===== config.mk =====
export PLATFORM = sky130hd
export DESIGN_NAME = grounded_extension_solver_top_flat
export DESIGN_NICKNAME = d
export VERILOG_FILES = /design/src/hw/rtl/ges_pkg.sv /design/src/hw/rtl/ges_cmd_if.sv /design/src/hw/rtl/ges_ext_if.sv /design/src/hw/rtl/ges_ram.sv /design/src/hw/rtl/grounded_extension_solver_top.sv /design/src/flat_wrapper.sv
export SDC_FILE = /design/constraint.sdc
export NUM_CORES = 2
export LEC_CHECK = 0
export BUFFER_PORTS_ARGS = -buffer_cell sky130_fd_sc_hd__buf_2
export CORE_MARGIN = 10
export CORE_UTILIZATION = 50
export DETAILED_ROUTE_END_ITERATION = 7
export PLACE_DENSITY = 0.65
export SKIP_CTS_REPAIR_TIMING = 1
export SLEW_MARGIN = 20
export SYNTH_ARGS = -nofsm -noshare
export SYNTH_HDL_FRONTEND = slang
export SYNTH_HIERARCHICAL = 1
export SYNTH_SLANG_ARGS = --single-unit

===== constraint.sdc =====
create_clock -name clk -period 11.5 [get_ports clk]
set_input_delay 1.725 -clock clk [delete_from_list [all_inputs] [get_ports clk]]
set_output_delay 1.725 -clock clk [all_outputs]
set_load 0.01 [all_outputs]

===== src/hw/rtl/ges_pkg.sv =====
// shared constants for the grounded extension solver
`timescale 1ns / 1ps
`default_nettype none

package ges_pkg;

	localparam int MAX_ARGS = 64;
	localparam int ROW_W    = 64;
	localparam int IDX_W    = 6;
	localparam int CNT_W    = 7;
	localparam int ADDR_W   = (MAX_ARGS > 1) ? $clog2(MAX_ARGS) : 1;

	localparam logic FUNC_LOAD  = 1'b0;
	localparam logic FUNC_SOLVE = 1'b1;

endpackage

`default_nettype wire


===== src/hw/rtl/ges_cmd_if.sv =====
// command channel: attack row loads and solve requests
`timescale 1ns / 1ps
`default_nettype none

interface ges_cmd_if;
	import ges_pkg::*;

	logic             valid;
	logic             ready;
	logic             func;
	logic [IDX_W-1:0] arg_index;
	logic [ROW_W-1:0] attack_row;

	modport source (output valid, output func, output arg_index, output attack_row,
		input ready);
	modport sink (input valid, input func, input arg_index, input attack_row,
		output ready);
endinterface

`default_nettype wire


===== src/hw/rtl/ges_ext_if.sv =====
// result channel: grounded extension bitmap and its size
`timescale 1ns / 1ps
`default_nettype none

interface ges_ext_if;
	import ges_pkg::*;

	logic             valid;
	logic             ready;
	logic [ROW_W-1:0] in_set;
	logic [CNT_W-1:0] in_count;

	modport source (output valid, output in_set, output in_count, input ready);
	modport sink (input valid, input in_set, input in_count, output ready);
endinterface

`default_nettype wire


===== src/hw/rtl/ges_ram.sv =====
// generic single write port ram with registered read
`timescale 1ns / 1ps
`default_nettype none

module ges_ram #(
	parameter int WIDTH = 64,
	parameter int DEPTH = 64,
	localparam int AW = (DEPTH > 1) ? $clog2(DEPTH) : 1
) (
	input  wire logic             clk,
	input  wire logic             we,
	input  wire logic [AW-1:0]    waddr,
	input  wire logic [WIDTH-1:0] wdata,
	input  wire logic [AW-1:0]    raddr,
	output logic      [WIDTH-1:0] rdata
);

	logic [WIDTH-1:0] mem [DEPTH];

	always_ff @(posedge clk) begin
		if (we) begin
			mem[waddr] <= wdata;
		end
		rdata <= mem[raddr];
	end

endmodule

`default_nettype wire


===== src/hw/rtl/grounded_extension_solver_top.sv =====
// grounded extension solver top level
// usage:
//   cfg_we/cfg_wdata write arg_count (number of live arguments) while idle.
//   cmd carries one item: func load writes attack_row into row arg_index of
//   the attack store, func solve computes the grounded extension of rows and
//   columns below arg_count and returns one item on ext (in_set, in_count).
// solve passes:
//   a solve runs passes over the stored rows through one shared
//   or-accumulate unit, one row per cycle from the row ram, over n = arg_count
//   rows capped at 64, with no pass for n zero. passes repeat until one
//   changes no label. each changing pass adds a label, so P <= n+1
//   passes. cmd.ready is high only while no solve runs.
// reset:
//   arst_n clears arg_count, the label bitmaps and all control state; the
//   row ram is not cleared and rows must be loaded before they are solved.
// stall:
//   the result waits in an output register; loads are still taken meanwhile,
//   and a following solve finishes its passes and holds until ext is free.
`timescale 1ns / 1ps
`default_nettype none

module grounded_extension_solver_top (
	input  wire logic                  clk,
	input  wire logic                  arst_n,
	input  wire logic                  cfg_we,
	input  wire logic [ges_pkg::CNT_W-1:0] cfg_wdata,
	ges_cmd_if.sink                    cmd,
	ges_ext_if.source                  ext
);
	import ges_pkg::*;

	localparam logic [1:0] ST_IDLE = 2'd0;
	localparam logic [1:0] ST_PASS = 2'd1;
	localparam logic [1:0] ST_LAST = 2'd2;
	localparam logic [1:0] ST_EVAL = 2'd3;

	logic [1:0]        state_q;
	logic [CNT_W-1:0]  arg_count_q;
	logic [CNT_W-1:0]  n_eff;
	logic [ROW_W-1:0]  mask;
	logic [ROW_W-1:0]  in_q;
	logic [ROW_W-1:0]  out_q;
	logic [ROW_W-1:0]  threat_q;
	logic [ROW_W-1:0]  hit_q;
	logic [CNT_W-1:0]  cnt_q;
	logic [ADDR_W-1:0] idx_q;
	logic [ADDR_W-1:0] idx_s1;
	logic              vld_s1;
	logic              ext_valid_q;
	logic [ROW_W-1:0]  in_set_q;
	logic [CNT_W-1:0]  in_count_q;

	logic              cmd_acc;
	logic              load_we;
	logic [ROW_W-1:0]  rdata;
	logic [ROW_W-1:0]  row_m;
	logic [ROW_W-1:0]  out_new;
	logic [ROW_W-1:0]  in_new;
	logic              changed;
	logic              last_idx;
	logic              emit;

	assign n_eff = (arg_count_q > CNT_W'(MAX_ARGS)) ? CNT_W'(MAX_ARGS) : arg_count_q;

	always_comb begin
		for (int b = 0; b < ROW_W; b++) begin
			mask[b] = (CNT_W'(b) < n_eff);
		end
	end

	assign cmd.ready = (state_q == ST_IDLE);
	assign cmd_acc   = cmd.valid && cmd.ready;
	assign load_we   = cmd_acc && (cmd.func == FUNC_LOAD)
		&& ({1'b0, cmd.arg_index} < CNT_W'(MAX_ARGS));

	ges_ram #(
		.WIDTH (ROW_W),
		.DEPTH (MAX_ARGS)
	) u_rows (
		.clk   (clk),
		.we    (load_we),
		.waddr (cmd.arg_index[ADDR_W-1:0]),
		.wdata (cmd.attack_row),
		.raddr (idx_q),
		.rdata (rdata)
	);

	assign row_m    = rdata & mask;
	assign out_new  = out_q | (hit_q & mask);
	assign in_new   = in_q | (mask & ~threat_q & ~out_new);
	assign changed  = (in_new != in_q) || (out_new != out_q);
	assign last_idx = ((CNT_W'(idx_q) + CNT_W'(1)) == n_eff);
	assign emit     = (state_q == ST_EVAL) && !changed && (!ext_valid_q || ext.ready);

	always_ff @(posedge clk or negedge arst_n) begin
		if (!arst_n) begin
			arg_count_q <= '0;
		end else if (cfg_we) begin
			arg_count_q <= cfg_wdata;
		end
	end

	// sequencer
	always_ff @(posedge clk or negedge arst_n) begin
		if (!arst_n) begin
			state_q     <= ST_IDLE;
			idx_q       <= '0;
			vld_s1      <= 1'b0;
			in_q        <= '0;
			out_q       <= '0;
			ext_valid_q <= 1'b0;
		end else begin
			if (emit) begin
				ext_valid_q <= 1'b1;
			end else if (ext.ready) begin
				ext_valid_q <= 1'b0;
			end
			vld_s1 <= (state_q == ST_PASS);
			unique case (state_q)
				ST_IDLE: begin
					if (cmd_acc && (cmd.func == FUNC_SOLVE)) begin
						in_q  <= '0;
						out_q <= '0;
						idx_q <= '0;
						state_q <= (n_eff == '0) ? ST_EVAL : ST_PASS;
					end
				end
				ST_PASS: begin
					if (last_idx) begin
						state_q <= ST_LAST;
					end else begin
						idx_q <= idx_q + ADDR_W'(1);
					end
				end
				ST_LAST: begin
					state_q <= ST_EVAL;
				end
				ST_EVAL: begin
					if (changed) begin
						in_q    <= in_new;
						out_q   <= out_new;
						idx_q   <= '0;
						state_q <= ST_PASS;
					end else if (!ext_valid_q || ext.ready) begin
						state_q <= ST_IDLE;
					end
				end
				default: begin
					state_q <= ST_IDLE;
				end
			endcase
		end
	end

	always_ff @(posedge clk) begin
		idx_s1 <= idx_q;
		if ((state_q == ST_IDLE) || ((state_q == ST_EVAL) && changed)) begin
			threat_q <= '0;
			hit_q    <= '0;
			cnt_q    <= '0;
		end else if (vld_s1) begin
			if (!out_q[idx_s1]) begin
				threat_q <= threat_q | row_m;
			end
			if (in_q[idx_s1]) begin
				hit_q <= hit_q | row_m;
			end
			cnt_q <= cnt_q + CNT_W'(in_q[idx_s1]);
		end
		if (emit) begin
			in_set_q   <= in_q;
			in_count_q <= cnt_q;
		end
	end

	assign ext.valid    = ext_valid_q;
	assign ext.in_set   = in_set_q;
	assign ext.in_count = in_count_q;

	a_labels_disjoint: assert property (@(posedge clk) disable iff (!arst_n)
		(in_q & out_q) == '0)
		else $error("argument labelled both in and out");

	a_labels_live: assert property (@(posedge clk) disable iff (!arst_n)
		(state_q != ST_IDLE) |-> (((in_q | out_q) & ~mask) == '0))
		else $error("label set beyond argument count");

	a_idx_range: assert property (@(posedge clk) disable iff (!arst_n)
		(state_q == ST_PASS) |-> (CNT_W'(idx_q) < n_eff))
		else $error("row index beyond argument count");

	a_count_match: assert property (@(posedge clk) disable iff (!arst_n)
		$rose(ext_valid_q) |-> (32'(in_count_q) == $countones(in_set_q)))
		else $error("in_count does not match in_set");

	a_busy_no_ready: assert property (@(posedge clk) disable iff (!arst_n)
		(vld_s1 || (state_q == ST_LAST)) |-> !cmd.ready)
		else $error("item taken during a pass");

endmodule

`default_nettype wire


===== src/flat_wrapper.sv =====
// flat-port wrapper written by rule: the top's interface ports become plain ports
module grounded_extension_solver_top_flat import ges_pkg::*;
  (clk, arst_n, cfg_we, cfg_wdata, cmd_valid, cmd_func, cmd_arg_index, cmd_attack_row, cmd_ready, ext_valid, ext_in_set, ext_in_count, ext_ready);
  ges_cmd_if cmd_i ();
  ges_ext_if ext_i ();
  input  wire logic clk;
  input  wire logic arst_n;
  input  wire logic cfg_we;
  input  wire logic [ges_pkg::CNT_W-1:0] cfg_wdata;
  input wire logic [$bits(cmd_i.valid)-1:0] cmd_valid;
  input wire logic [$bits(cmd_i.func)-1:0] cmd_func;
  input wire logic [$bits(cmd_i.arg_index)-1:0] cmd_arg_index;
  input wire logic [$bits(cmd_i.attack_row)-1:0] cmd_attack_row;
  output wire logic [$bits(cmd_i.ready)-1:0] cmd_ready;
  output wire logic [$bits(ext_i.valid)-1:0] ext_valid;
  output wire logic [$bits(ext_i.in_set)-1:0] ext_in_set;
  output wire logic [$bits(ext_i.in_count)-1:0] ext_in_count;
  input wire logic [$bits(ext_i.ready)-1:0] ext_ready;
  assign cmd_i.valid = cmd_valid;
  assign cmd_i.func = cmd_func;
  assign cmd_i.arg_index = cmd_arg_index;
  assign cmd_i.attack_row = cmd_attack_row;
  assign cmd_ready = cmd_i.ready;
  assign ext_valid = ext_i.valid;
  assign ext_in_set = ext_i.in_set;
  assign ext_in_count = ext_i.in_count;
  assign ext_i.ready = ext_ready;
  grounded_extension_solver_top u_core (.clk(clk), .arst_n(arst_n), .cfg_we(cfg_we), .cfg_wdata(cfg_wdata), .cmd(cmd_i), .ext(ext_i));
endmodule

==> reports/metrics.json <==
{
  "die_h": {"value": 607, "unit": "um"},
  "status": {"value": "completed"},
  "p_leak": {"value": 59.5, "unit": "nW"},
  "synth.avg_cell_area": {"value": 21.4, "unit": "um2"},
  "nNetsFinal": {"value": 8498},
  "finalWirelength": {"value": 485000, "unit": "um"},
  "post_synth_inst_count": {"value": 8021},
  "ir_worst_vdd": {"value": 0.195, "unit": "mV"},
  "synth_edf_count": {"value": 4167},
  "r2r-end": {"value": "u_core/u_rows/mem[22][31]$_DFFE_PP_"},
  "grt_first_pass_wirelength": {"value": 682000, "unit": "um"},
  "setup_viol": {"value": 0},
  "worst_skew_pair.late_latency": {"value": 1.01, "unit": "ns"},
  "tns": {"value": 0, "unit": "ns"},
  "initial_utilization": {"value": 50.2, "unit": "%"},
  "grt_pass1_vias": {"value": 87300},
  "finClkSkew": {"value": 0.0857, "unit": "ns"},
  "drt_iter0_drc": {"value": 12700},
  "critical_path.endpoint_type": {"value": "flop"},
  "antenna_found_initial": {"value": 52},
  "max_clock_freq": {"value": 179, "unit": "MHz"},
  "number_of_placement_rows": {"value": 215},
  "root_buffer": {"value": "sky130_fd_sc_hd__clkbuf_16"},
  "synthesis.nets": {"value": 8110},
  "fp.coreArea": {"value": 343000, "unit": "um2"},
  "cts_tree": {"value": "yes"},
  "r2r_start": {"value": "u_core/state_q[0]$_DFFE_PN0P_"},
  "drtAntennaViolNets": {"value": 0},
  "horizontal_die_dimension": {"value": 607, "unit": "um"},
  "hold_path_class": {"value": "reg2reg"},
  "ys_seq_area_share": {"value": 77.2, "unit": "%"},
  "path_max_fanout": {"value": 40},
  "critical_path.startpoint_type": {"value": "flop"},
  "critical_path.max_stage_delay": {"value": 1.06, "unit": "ns"},
  "area.growth.synth_to_final": {"value": 12.4, "unit": "%"},
  "crit_arrival": {"value": 6.16, "unit": "ns"},
  "min_delay_path_depth": {"value": 0},
  "gr-usage-all-layers": {"value": 26.0, "unit": "%"},
  "critical_path.most_common_cell": {"value": "sky130_fd_sc_hd__buf_4"},
  "max_slew.worst_pin.slew": {"value": 1.18, "unit": "ns"},
  "synth_top_flop_cell": {"value": "sky130_fd_sc_hd__edfxtp_1"},
  "final_layout_size_suffix_gt1_share": {"value": 25.6, "unit": "%"},
  "mappedNetlistArea": {"value": 172000, "unit": "um2"},
  "cp.required": {"value": 12.07, "unit": "ns"},
  "asyncSetResetFlopFracSynth": {"value": 3.21, "unit": "%"},
  "layout.filler_cells": {"value": 25100},
  "final_max_slew_viol_count": {"value": 0},
  "numPortBuffers": {"value": 155},
  "grt_start_max_net_pins": {"value": 126},
  "critPathBufInv": {"value": 3},
  "numClockSinks": {"value": 4517},
  "detailed_place_hpwl": {"value": 281000, "unit": "um"},
  "post-route-util": {"value": 56.4, "unit": "%"},
  "critical-path-slowest-cell": {"value": "sky130_fd_sc_hd__nor2_4"},
  "timing.slew.headroom": {"value": 20.6, "unit": "%"},
  "layout_min_cycle_time": {"value": 5.59, "unit": "ns"},
  "ioPinCount": {"value": 156},
  "gp_congestion": {"value": 0.922},
  "worstPathCellList": {"value": "inv_1 -> ha_1 -> nand2_1 -> nor2_1 -> buf_4 -> nor2b_1 -> nand3_1 -> nor2_4 -> buf_4"},
  "routed-via-count": {"value": 88000},
  "type_of_the_worst_setup_path": {"value": "reg2reg"},
  "reg2regPathDepth": {"value": 9},
  "hold_start": {"value": "u_core/cnt_q[6]$_SDFFE_PP0P_"},
  "drv.max_cap_violation_count": {"value": 0},
  "tritoncts.num_buffers": {"value": 447},
  "worstHoldEndpoint": {"value": "u_core/ext.in_count[6]$_DFFE_PP_"},
  "cts-root-to-sink-buffers": {"value": 4},
  "htree_depth": {"value": 5},
  "gr-total-overflow": {"value": 0},
  "yosys_warnings": {"value": 6},
  "yosys_register_bits": {"value": 4517},
  "setup_slack_of_the_worst_register_to_register_path": {"value": 5.91, "unit": "ns"},
  "timing_hold_violations_final": {"value": 0},
  "worst_path_dominant_cell_family": {"value": "simple AND/OR/NAND/NOR gates"},
  "synthDistinctLibCells": {"value": 81},
  "drt-pass1-iter-count": {"value": 6},
  "wl_per_cell": {"value": 36.3, "unit": "um"},
  "path_clk_slew": {"value": 0.07, "unit": "ns"},
  "setup_repair_after_global_routing_missed_its_margin": {"value": "false"},
  "post-route-drc-count": {"value": 0},
  "floorplan.die_area": {"value": 368000, "unit": "um2"},
  "routed_via_density": {"value": 6.59},
  "final.period_utilization": {"value": 48.6, "unit": "%"},
  "p_per_area": {"value": 218, "unit": "nW/um2"}
}
metrics by stage:
| stage | cells | cell area (um2) | power (mW) | hold slack, ns | setup slack, ns |
|---|---|---|---|---|---|
| after floorplan | 8021 | 172000 | 25.2 | 0.361 | 4.32 |
| after global placement | 12500 | 179000 | 28.1 | 0.441 | 5.19 |
| after detailed placement | 12500 | 179000 | 28.2 | 0.460 | 5.20 |
| after CTS | 13300 | 193000 | 42.3 | 0.474 | 5.95 |
| after global routing | 13400 | 193000 | 43.4 | 0.489 | 5.80 |
| final | 13400 | 193000 | 42.1 | 0.469 | 5.91 |
worst max path at each step:
stage / startpoint / end / slack, ns / cells past startpoint
3_5_place_dp: cmd_valid / u_core/u_rows/mem[46][25]$_DFFE_PP_ / 5.20 / 8
4_1_cts: u_core/arg_count_q[1]$_DFFE_PN0P_ / u_core/hit_q[7]$_SDFFE_PP0P_ / 5.95 / 12
2_1_floorplan: cmd_valid / u_core/u_rows/mem[48][0]$_DFFE_PP_ / 4.32 / 4
5_1_grt: u_core/state_q[0]$_DFFE_PN0P_ / u_core/u_rows/mem[22][31]$_DFFE_PP_ / 5.80 / 9
3_3_place_gp: cmd_valid / u_core/u_rows/mem[46][25]$_DFFE_PP_ / 5.19 / 8
6_report: u_core/state_q[0]$_DFFE_PN0P_ / u_core/u_rows/mem[22][31]$_DFFE_PP_ / 5.91 / 9
placed cells by master, fill, tap and decap left out, types with 47 or more instances in the layout:
cell type and instances:
sky130_fd_sc_hd__a22o_1 95, sky130_fd_sc_hd__o21ai_0 47, sky130_fd_sc_hd__and3_1 65, sky130_fd_sc_hd__a211oi_1 58, sky130_fd_sc_hd__nor2_4 66, sky130_fd_sc_hd__clkbuf_16 452
sky130_fd_sc_hd__dfrtp_1 140, sky130_fd_sc_hd__buf_2 133, sky130_fd_sc_hd__a31oi_1 148, sky130_fd_sc_hd__nand2_1 151, sky130_fd_sc_hd__mux2i_1 139, sky130_fd_sc_hd__nand3_1 57
sky130_fd_sc_hd__nor3_1 55, sky130_fd_sc_hd__a32o_1 103, sky130_fd_sc_hd__a22oi_1 169, sky130_fd_sc_hd__nor2_1 236, sky130_fd_sc_hd__buf_4 254, sky130_fd_sc_hd__clkinv_2 86
sky130_fd_sc_hd__o22ai_1 88, sky130_fd_sc_hd__inv_1 50, sky130_fd_sc_hd__mux4_2 1066, sky130_fd_sc_hd__edfxtp_1 4167, sky130_fd_sc_hd__clkinv_1 105, sky130_fd_sc_hd__clkbuf_1 100
sky130_fd_sc_hd__dfxtp_1 203
power by group:
group          leakage, nW  internal [mW]  switching [mW]
Clock                 6.95           8.01            6.18
Combinational         11.6           3.76            4.70
Sequential            41.0           18.5           0.952
Total                 59.5           30.3            11.8
cell type report:
cell class / count / area (um2) / share of cell area, %
clock buffer: 569 / 11900 / 6.17
antenna: 10 / 25.0 / 0.0129
sequential: 4517 / 133000 / 68.7
timing repair buffer: 406 / 2940 / 1.52
inverter: 51 / 191 / 0.0990
tap: 4557 / 5700 / 2.95
clock inverter: 262 / 2300 / 1.19
multi-input combinational: 2986 / 37300 / 19.3
cell usage after synthesis, drive strengths merged, types with 31 or more instances:
cell | instances | area share, %
nor3 | 59 | 0.18
mux4 | 1066 | 14
mux2i | 139 | 0.81
or2 | 31 | 0.11
clkbuf | 180 | 0.39
inv | 50 | 0.11
nor2 | 304 | 0.67
a211oi | 68 | 0.30
a22oi | 169 | 0.74
nand2 | 154 | 0.34
a32o | 103 | 0.60
o21ai | 57 | 0.17
and3 | 65 | 0.24
buf | 287 | 0.93
or3 | 40 | 0.15
edfxtp | 4167 | 73
a22o | 95 | 0.48
dfxtp | 205 | 2.4
a31oi | 148 | 0.54
o221ai | 41 | 0.21
nand3 | 57 | 0.17
o22ai | 89 | 0.32
nor2b | 36 | 0.13
dfrtp | 145 | 2.1
state kept, by name (all words and copies together) (netlist names):
| signal | flops |
|---|---|
| u_core/u_rows/mem | 4096 |
| u_core/ext.in_set | 64 |
| u_core/hit_q | 64 |
| u_core/in_q | 64 |
| u_core/out_q | 64 |
| u_core/threat_q | 64 |
| u_core/u_rows/rdata | 64 |
| u_core/arg_count_q | 7 |
| u_core/cnt_q | 7 |
| u_core/ext.in_count | 7 |
| u_core/idx_q | 6 |
| u_core/idx_s1 | 6 |
| u_core/state_q | 2 |
| u_core/ext.valid | 1 |
| u_core/vld_s1 | 1 |
routing by layer:
metal  up-vias  share of wire [%]  track usage (%)
met5         -              0.037                0
met4        30                3.3             7.90
met3       804                 11             5.84
met2      5116                 47             40.7
met1     47300                 39             37.1
li1      34800                  -                -
cell families (layout without fill, tap and decap cells):
group / after synthesis / in the layout / share of synthesized area [%]
buf+inv: 518 / 1288 / 1.43
xor+xnor: 11 / 11 / 0.0560
compound gates: 924 / 924 / 4.08
mux: 1213 / 1213 / 14.8
other cells: 0 / 10 / 0
simple gates: 832 / 832 / 2.34
flops: 4517 / 4517 / 77.2
fa+ha+maj: 6 / 6 / 0.0436
Note: power is estimated with default switching activity, not from simulation.
